**config.mk**
```make
export PLATFORM = sky130hd
export DESIGN_NAME = zero_padded_median_filter
export DESIGN_NICKNAME = d
export VERILOG_FILES = /design/src/sv/zpmf_pkg.sv /design/src/sv/zpmf_rank.sv /design/src/sv/zero_padded_median_filter.sv
export SDC_FILE = /design/constraint.sdc
export NUM_CORES = 1
export LEC_CHECK = 0
export BUFFER_PORTS_ARGS = -buffer_cell sky130_fd_sc_hd__buf_2
export CORE_ASPECT_RATIO = 1.2
export CORE_MARGIN = 5
export CORE_UTILIZATION = 64
export CTS_CLUSTER_DIAMETER = 120
export DETAILED_ROUTE_END_ITERATION = 6
export PLACE_DENSITY = 0.87
export SLEW_MARGIN = 20
export SYNTH_ARGS = -nofsm -noshare
export SYNTH_HDL_FRONTEND = slang
export SYNTH_SLANG_ARGS = --single-unit
```
**constraint.sdc**
```tcl
create_clock -name clk -period 14.55 [get_ports clk]
set_input_delay 0.7275 -clock clk [delete_from_list [all_inputs] [get_ports clk]]
set_output_delay 0.7275 -clock clk [all_outputs]
set_load 0.02 [all_outputs]
```
**src/sv/zpmf_pkg.sv**
```systemverilog
// Shared types and constants of the zero-padded median filter.
// No dependencies; imported by zpmf_rank and zero_padded_median_filter.
package zpmf_pkg;

    // Width of the window size register and its value after reset.
    localparam int CFG_WIDTH = 5;
    localparam int WIN_RESET = 5;

    // Rank match of one candidate against the two middle ranks.
    typedef struct packed {
        logic hit_hi;
        logic hit_lo;
    } zpmf_hit_t;

endpackage

```
**src/sv/zpmf_rank.sv**
```systemverilog
// Shared compare unit: ranks one candidate against every active history lane.
// Depends on zpmf_pkg (zpmf_hit_t).
module zpmf_rank
    import zpmf_pkg::*;
#(
    parameter int MAX_WINDOW   = 16,
    parameter int SAMPLE_WIDTH = 16,
    parameter int CNT_W        = 5
)
(
    input  logic signed [SAMPLE_WIDTH-1:0] hist [MAX_WINDOW],
    input  logic        [MAX_WINDOW-1:0]   lane_en,
    input  logic signed [SAMPLE_WIDTH-1:0] cand,
    input  logic        [CNT_W-1:0]        rank_lo,
    input  logic        [CNT_W-1:0]        rank_hi,
    output zpmf_hit_t                      hit
);

    logic [MAX_WINDOW-1:0] lt_vec;
    logic [MAX_WINDOW-1:0] le_vec;
    logic [CNT_W-1:0]      n_less;
    logic [CNT_W-1:0]      n_leq;

    always_comb
    begin
        for (int j = 0; j < MAX_WINDOW; j++)
        begin
            lt_vec[j] = lane_en[j] && (hist[j] < cand);
            le_vec[j] = lane_en[j] && (hist[j] <= cand);
        end
        n_less = CNT_W'($countones(lt_vec));
        n_leq  = CNT_W'($countones(le_vec));
        // The candidate fills sorted positions n_less .. n_leq-1.
        hit.hit_lo = (n_less <= rank_lo) && (rank_lo < n_leq);
        hit.hit_hi = (n_less <= rank_hi) && (rank_hi < n_leq);
    end

endmodule

```
**src/sv/zero_padded_median_filter.sv**
```systemverilog
// Zero-padded running median filter, top level.
// Depends on zpmf_pkg and zpmf_rank.
//
// Usage:
//   s_* channel takes one word per sample: s_tdata = sample (signed),
//   s_tlast marks the final sample of a sequence. m_* channel returns
//   m_tdata = median_x2 (twice the window median, signed), m_tlast on the
//   final result of the sequence. cfg_we/cfg_data set the window size
//   (0 acts as 1, sizes above MAX_WINDOW act as MAX_WINDOW) and restart the
//   sequence; write it only while the block is idle.
//   Results lag by W/2 samples (odd W) or W/2-1 (even W); the final sample
//   flushes the pending results with zero padding.
//   Each result that a sample causes takes W rank steps of the shared
//   compare unit plus a load into the output register. s_tready is high
//   only while the sequencer is idle, so a new sample is taken only once
//   every result of the last one is loaded; the final one also feeds the
//   zero padding for the results it flushes.
//   If the receiver stalls, the result waits in the output register and the
//   next result holds in the sequencer; nothing is dropped.
//   Reset clears the history and the sample count and sets the window to 5, or to MAX_WINDOW if that is smaller.
module zero_padded_median_filter
    import zpmf_pkg::*;
#(
    parameter int MAX_WINDOW   = 16,
    parameter int SAMPLE_WIDTH = 16,
    localparam int IN_DW       = ((SAMPLE_WIDTH + 7) / 8) * 8,
    localparam int OUT_DW      = ((SAMPLE_WIDTH + 1 + 7) / 8) * 8
)
(
    input  logic                      clk,
    input  logic                      rst_n,
    input  logic                      s_tvalid,
    output logic                      s_tready,
    input  logic [IN_DW-1:0]          s_tdata,   // [SAMPLE_WIDTH-1:0] sample
    input  logic                      s_tlast,
    output logic                      m_tvalid,
    input  logic                      m_tready,
    output logic [OUT_DW-1:0]         m_tdata,   // [SAMPLE_WIDTH:0] median_x2
    output logic                      m_tlast,
    input  logic                      cfg_we,
    input  logic [CFG_WIDTH-1:0]      cfg_data
);

    localparam int CNT_W  = $clog2(MAX_WINDOW + 1);
    localparam int IDX_W  = $clog2(MAX_WINDOW);
    localparam int WIN_RST = (WIN_RESET > MAX_WINDOW) ? MAX_WINDOW : WIN_RESET;

    localparam logic [1:0] ST_IDLE  = 2'd0;
    localparam logic [1:0] ST_SCAN  = 2'd1;
    localparam logic [1:0] ST_LOAD  = 2'd2;
    localparam logic [1:0] ST_SHIFT = 2'd3;

    logic signed [SAMPLE_WIDTH-1:0] hist_reg [MAX_WINDOW];
    logic [1:0]                     state_reg, state_next;
    logic [CNT_W-1:0]               win_reg, win_next;
    logic [CNT_W-1:0]               seen_reg, seen_next;
    logic [CNT_W-1:0]               t_reg, t_next;
    logic [IDX_W-1:0]               idx_reg, idx_next;
    logic                           last_item_reg, last_item_next;
    logic                           res_last_reg, res_last_next;
    logic signed [SAMPLE_WIDTH-1:0] lo_reg, lo_next;
    logic signed [SAMPLE_WIDTH-1:0] hi_reg, hi_next;
    logic                           out_valid_reg;
    logic signed [SAMPLE_WIDTH:0]   out_data_reg;
    logic                           out_last_reg;

    logic                           hist_clr;
    logic                           hist_shift;
    logic signed [SAMPLE_WIDTH-1:0] hist_in;
    logic                           load;
    logic                           out_free;
    logic [CNT_W-1:0]               half;
    logic [CNT_W-1:0]               lag;
    logic [CNT_W-1:0]               rank_lo;
    logic [CNT_W-1:0]               seen_inc;
    logic [CNT_W:0]                 flush_pos;
    logic                           idx_last;
    logic [MAX_WINDOW-1:0]          lane_en;
    logic signed [SAMPLE_WIDTH-1:0] cand;
    zpmf_hit_t                      hit;

    assign half     = win_reg >> 1;
    assign lag      = win_reg[0] ? half : half - CNT_W'(1);
    assign rank_lo  = win_reg[0] ? half : half - CNT_W'(1);
    assign seen_inc = (seen_reg < CNT_W'(MAX_WINDOW)) ? seen_reg + CNT_W'(1) : seen_reg;
    assign flush_pos = {1'b0, seen_reg} + {1'b0, t_reg};
    assign idx_last = (CNT_W'(idx_reg) == win_reg - CNT_W'(1));
    assign cand     = hist_reg[idx_reg];
    assign out_free = !out_valid_reg || m_tready;
    assign s_tready = (state_reg == ST_IDLE);

    always_comb
    begin
        for (int j = 0; j < MAX_WINDOW; j++)
        begin
            lane_en[j] = (j < int'(win_reg));
        end
    end

    zpmf_rank #(
        .MAX_WINDOW   (MAX_WINDOW),
        .SAMPLE_WIDTH (SAMPLE_WIDTH),
        .CNT_W        (CNT_W)
    ) u_rank (
        .hist    (hist_reg),
        .lane_en (lane_en),
        .cand    (cand),
        .rank_lo (rank_lo),
        .rank_hi (half),
        .hit     (hit)
    );

    // Sequencer
    always_comb
    begin
        state_next     = state_reg;
        win_next       = win_reg;
        seen_next      = seen_reg;
        t_next         = t_reg;
        idx_next       = idx_reg;
        last_item_next = last_item_reg;
        res_last_next  = res_last_reg;
        lo_next        = lo_reg;
        hi_next        = hi_reg;
        hist_clr       = 1'b0;
        hist_shift     = 1'b0;
        hist_in        = '0;
        load           = 1'b0;

        case (state_reg)
            ST_IDLE:
            begin
                if (s_tvalid)
                begin
                    hist_shift     = 1'b1;
                    hist_in        = s_tdata[SAMPLE_WIDTH-1:0];
                    seen_next      = seen_inc;
                    last_item_next = s_tlast;
                    t_next         = '0;
                    idx_next       = '0;
                    if (seen_inc > lag)
                    begin
                        state_next    = ST_SCAN;
                        res_last_next = s_tlast && (lag == '0);
                    end
                    else if (s_tlast)
                    begin
                        state_next = ST_SHIFT;
                        t_next     = CNT_W'(1);
                    end
                end
            end
            ST_SCAN:
            begin
                if (hit.hit_lo)
                begin
                    lo_next = cand;
                end
                if (hit.hit_hi)
                begin
                    hi_next = cand;
                end
                if (idx_last)
                begin
                    state_next = ST_LOAD;
                end
                else
                begin
                    idx_next = idx_reg + IDX_W'(1);
                end
            end
            ST_LOAD:
            begin
                if (out_free)
                begin
                    load = 1'b1;
                    if (last_item_reg && (t_reg < lag))
                    begin
                        t_next     = t_reg + CNT_W'(1);
                        state_next = ST_SHIFT;
                    end
                    else
                    begin
                        if (last_item_reg)
                        begin
                            hist_clr  = 1'b1;
                            seen_next = '0;
                        end
                        state_next = ST_IDLE;
                    end
                end
            end
            ST_SHIFT:
            begin
                // Feed one zero of padding past the end of the sequence.
                hist_shift = 1'b1;
                idx_next   = '0;
                if (flush_pos > {1'b0, lag})
                begin
                    state_next    = ST_SCAN;
                    res_last_next = (t_reg == lag);
                end
                else if (t_reg == lag)
                begin
                    hist_clr   = 1'b1;
                    seen_next  = '0;
                    state_next = ST_IDLE;
                end
                else
                begin
                    t_next = t_reg + CNT_W'(1);
                end
            end
            default:
            begin
                state_next = ST_IDLE;
            end
        endcase

        if (cfg_we)
        begin
            if (cfg_data == '0)
            begin
                win_next = CNT_W'(1);
            end
            else if (int'(cfg_data) > MAX_WINDOW)
            begin
                win_next = CNT_W'(MAX_WINDOW);
            end
            else
            begin
                win_next = CNT_W'(cfg_data);
            end
            hist_clr  = 1'b1;
            seen_next = '0;
        end
    end

    always_ff @(posedge clk or negedge rst_n)
    begin
        if (!rst_n)
        begin
            state_reg     <= ST_IDLE;
            win_reg       <= CNT_W'(WIN_RST);
            seen_reg      <= '0;
            t_reg         <= '0;
            idx_reg       <= '0;
            last_item_reg <= 1'b0;
            res_last_reg  <= 1'b0;
            out_valid_reg <= 1'b0;
        end
        else
        begin
            state_reg     <= state_next;
            win_reg       <= win_next;
            seen_reg      <= seen_next;
            t_reg         <= t_next;
            idx_reg       <= idx_next;
            last_item_reg <= last_item_next;
            res_last_reg  <= res_last_next;
            if (load)
            begin
                out_valid_reg <= 1'b1;
            end
            else if (m_tready)
            begin
                out_valid_reg <= 1'b0;
            end
        end
    end

    // History: newest sample in lane 0
    always_ff @(posedge clk or negedge rst_n)
    begin
        if (!rst_n)
        begin
            for (int i = 0; i < MAX_WINDOW; i++)
            begin
                hist_reg[i] <= '0;
            end
        end
        else if (hist_clr)
        begin
            for (int i = 0; i < MAX_WINDOW; i++)
            begin
                hist_reg[i] <= '0;
            end
        end
        else if (hist_shift)
        begin
            hist_reg[0] <= hist_in;
            for (int i = 1; i < MAX_WINDOW; i++)
            begin
                hist_reg[i] <= hist_reg[i-1];
            end
        end
    end

    always_ff @(posedge clk)
    begin
        lo_reg <= lo_next;
        hi_reg <= hi_next;
        if (load)
        begin
            out_data_reg <= {lo_reg[SAMPLE_WIDTH-1], lo_reg}
                          + {hi_reg[SAMPLE_WIDTH-1], hi_reg};
            out_last_reg <= res_last_reg;
        end
    end

    assign m_tvalid = out_valid_reg;
    assign m_tlast  = out_last_reg;

    always_comb
    begin
        m_tdata                 = '0;
        m_tdata[SAMPLE_WIDTH:0] = out_data_reg;
    end

    a_win_range: assert property (@(posedge clk) disable iff (!rst_n)
        (win_reg != '0) && (win_reg <= CNT_W'(MAX_WINDOW)))
        else $error("window size out of range");

    a_seen_sat: assert property (@(posedge clk) disable iff (!rst_n)
        seen_reg <= CNT_W'(MAX_WINDOW))
        else $error("sample count past saturation");

    a_scan_idx: assert property (@(posedge clk) disable iff (!rst_n)
        (state_reg == ST_SCAN) |-> (CNT_W'(idx_reg) < win_reg))
        else $error("rank step beyond window");

    a_load_out: assert property (@(posedge clk) disable iff (!rst_n)
        (state_reg == ST_LOAD && state_next != ST_LOAD) |=> m_tvalid)
        else $error("result left the sequencer but no output word");

endmodule

```
==> results.json <==
{
  "cts_buffers": 36,
  "worst_path_max_delay_cell": "dfrtp_4",
  "fin_crit_sh_pct": 72.8,
  "grt_start_max_net_pins": 241,
  "io_pins": 54,
  "r2r-end": "hi_reg[15]",
  "wirelength_um": 70500,
  "clkSinkCount": 330,
  "post_cts_buffers": 0,
  "reg2reg_depth": 26,
  "critPathCaptureType": "register",
  "multi_input_area_um2": 14400,
  "use_met3_pct": 4.36,
  "cp_max_fo": 56,
  "syn-cell-area_um2": 23900,
  "ys_async_sr_fraction_pct": 84.8,
  "fillers": 2833,
  "cts_tree": "built",
  "die_w_um": 186,
  "max_stage_delay_ps": 960,
  "regArea_um2": 8510,
  "die_h_um": 222,
  "r2r-start": "idx_reg[0]",
  "slew_headroom_pct": 20.9,
  "synth_warnings": 0,
  "path_class": "register to register",
  "worstPathRequired_ps": 14760,
  "clkLatencyLatePin_ps": 540,
  "cts_max_level": 2,
  "busiest_layer": "met2",
  "worst_pin_slew_ps": 1190,
  "largest_reg_flops": 256,
  "syn_avg_cell_area_um2": 9.15,
  "core_region_area_um2": 36900,
  "numPortBuffers": 46,
  "cp_num_buf_inv": 4,
  "yosys.area.top_type": "dfrtp_1",
  "grt_pass1_wl_um": 111000,
  "final_hold_viol_count": 0,
  "clock_path_buffers": 3,
  "wl_per_cell_um": 22.8,
  "cp_common_cell": "fa_1",
  "cts_resized": 0,
  "synth_ff_type": "dfrtp_1",
  "yosysTopAreaCellShare_pct": 29.1,
  "synth.distinct_cells": 75,
  "die_area_um2": 41300,
  "rows": 77,
  "status": "finished clean",
  "syn_to_final_growth_pct": 6.94,
  "maxCapViolations": 0,
  "report.final.setup_viol": 0,
  "r2r_slack_ps": 3960,
  "synthCells": 2610,
  "drc": 0,
  "drtPass1Iterations": 6,
  "setup.worst_path.start_class": "register",
  "ys_seq_area_share_pct": 35.6,
  "min_period_ps": 10590,
  "critPathTopFamily": "adder cells",
  "antenna_found_initial": 0,
  "place.gp.congestion": 1.04,
  "vias": 20500,
  "rsz0062_at_grt": "no",
  "ys_ff_latch": 330,
  "grt_pass1_vias": 20700,
  "synth.top_cells.by_count": "nand2_1, a21oi_1, ha_1, dfrtp_1, inv_1",
  "hpwlAfterDp_um": 50400,
  "finalSetupTns_ps": 0,
  "drive_gt1_share_pct": 6.89,
  "cts_root_buffer": "clkbuf_16",
  "synth_edf_count": 50,
  "drv_slew": 0,
  "skew_ps": 31.1,
  "grt.total_usage_pct": 33.1,
  "hold_class": "input pin to async pin",
  "diodes": 0,
  "path_clk_slew_ps": 60,
  "drt-vias-per-instance": 6.65,
  "nets": 2985,
  "use_met1_pct": 39.8,
  "clock.fmax_ghz": 0.0944,
  "place_inst": 3023,
  "initial_utilization_pct": 64.7,
  "synth.most_common_cell": "nand2_1",
  "final_cell_count_no_fill": 3085,
  "ant_nets": 0,
  "ctsHoldBuffers": 0,
  "ys_top_cells_by_area": "dfrtp_1, ha_1, nand2_1",
  "grt-ovfl-total": 0,
  "use_met2_pct": 56.9,
  "drt_iter0_drc": 1880,
  "critPathArrivalTime_ps": 10800
}
worst max path at each step:
stage	to	from	slack [ps]	cells past startpoint
after floorplan	hi_reg[0]	idx_reg[0]	4230	27
after global placement	hi_reg[14]	idx_reg[0]	4380	27
after detailed placement	hi_reg[14]	idx_reg[0]	4090	26
after CTS	hi_reg[4]	idx_reg[0]	4060	26
after global routing	hi_reg[3]	idx_reg[0]	3500	26
final	hi_reg[15]	idx_reg[0]	3960	26
per-stage QoR:
step | instance area (um^2) | worst slack [ps] | util, % | hold WS, ps
6_report | 25500 | 3960 | 69.2 | 248
5_1_grt | 25500 | 3500 | 69.2 | 341
4_1_cts | 25500 | 4060 | 69.2 | 309
3_5_place_dp | 24300 | 4090 | 66.0 | 459
3_3_place_gp | 24300 | 4380 | 66.0 | 459
2_1_floorplan | 23900 | 4230 | - | 421
layout by cell type, fill, tap and decap left out, types with 15 or more instances in the layout:
master and instances:
o21ai_0 88, xnor2_1 16, nor3_1 17, buf_4 15, mux2i_1 70, o21a_1 17, buf_2 45, a22oi_1 36
nor2b_1 30, a31oi_1 16, nor2_1 78, a21oi_1 347, nand2_1 557, inv_1 123, dfrtp_1 277, a21o_1 31
a221oi_1 33, ha_1 347, nand3_1 39, edfxtp_1 50, clkbuf_16 37, mux4_2 32, fa_1 24, nand4_1 38
and2_1 19
cell families (layout without fill, tap and decap cells):
family	Yosys count	count (layout)	share of synthesized area, %
multiplexers	114	114	6.54
buffers and inverters	254	249	4.35
AND/OR/NAND/NOR	842	842	15.3
AO/OA/AOI/OAI	671	671	17.0
flip-flops	330	330	35.6
adder cells (fa/ha/maj)	372	372	20.2
other	1	7	0.0157
XOR/XNOR	26	26	0.954
per-layer routing:
| metal | share of wire [%] | up-vias |
|---|---|---|
| li1 | - | 9334 |
| met1 | 37 | 9919 |
| met2 | 50 | 983 |
| met3 | 6.6 | 275 |
| met4 | 6.8 | 0 |
| met5 | 0 | - |
cell type report:
type	count	area share, %
flip-flops and latches	330	33.3
clock inverters	15	0.657
repair buffers	63	1.54
well taps	474	2.32
clock buffers	47	4.01
inverters	124	1.82
multi-input cells	2032	56.3
Power is not shown: default switching activity piles up to over one toggle a cycle in this logic, so the estimate is an artifact.
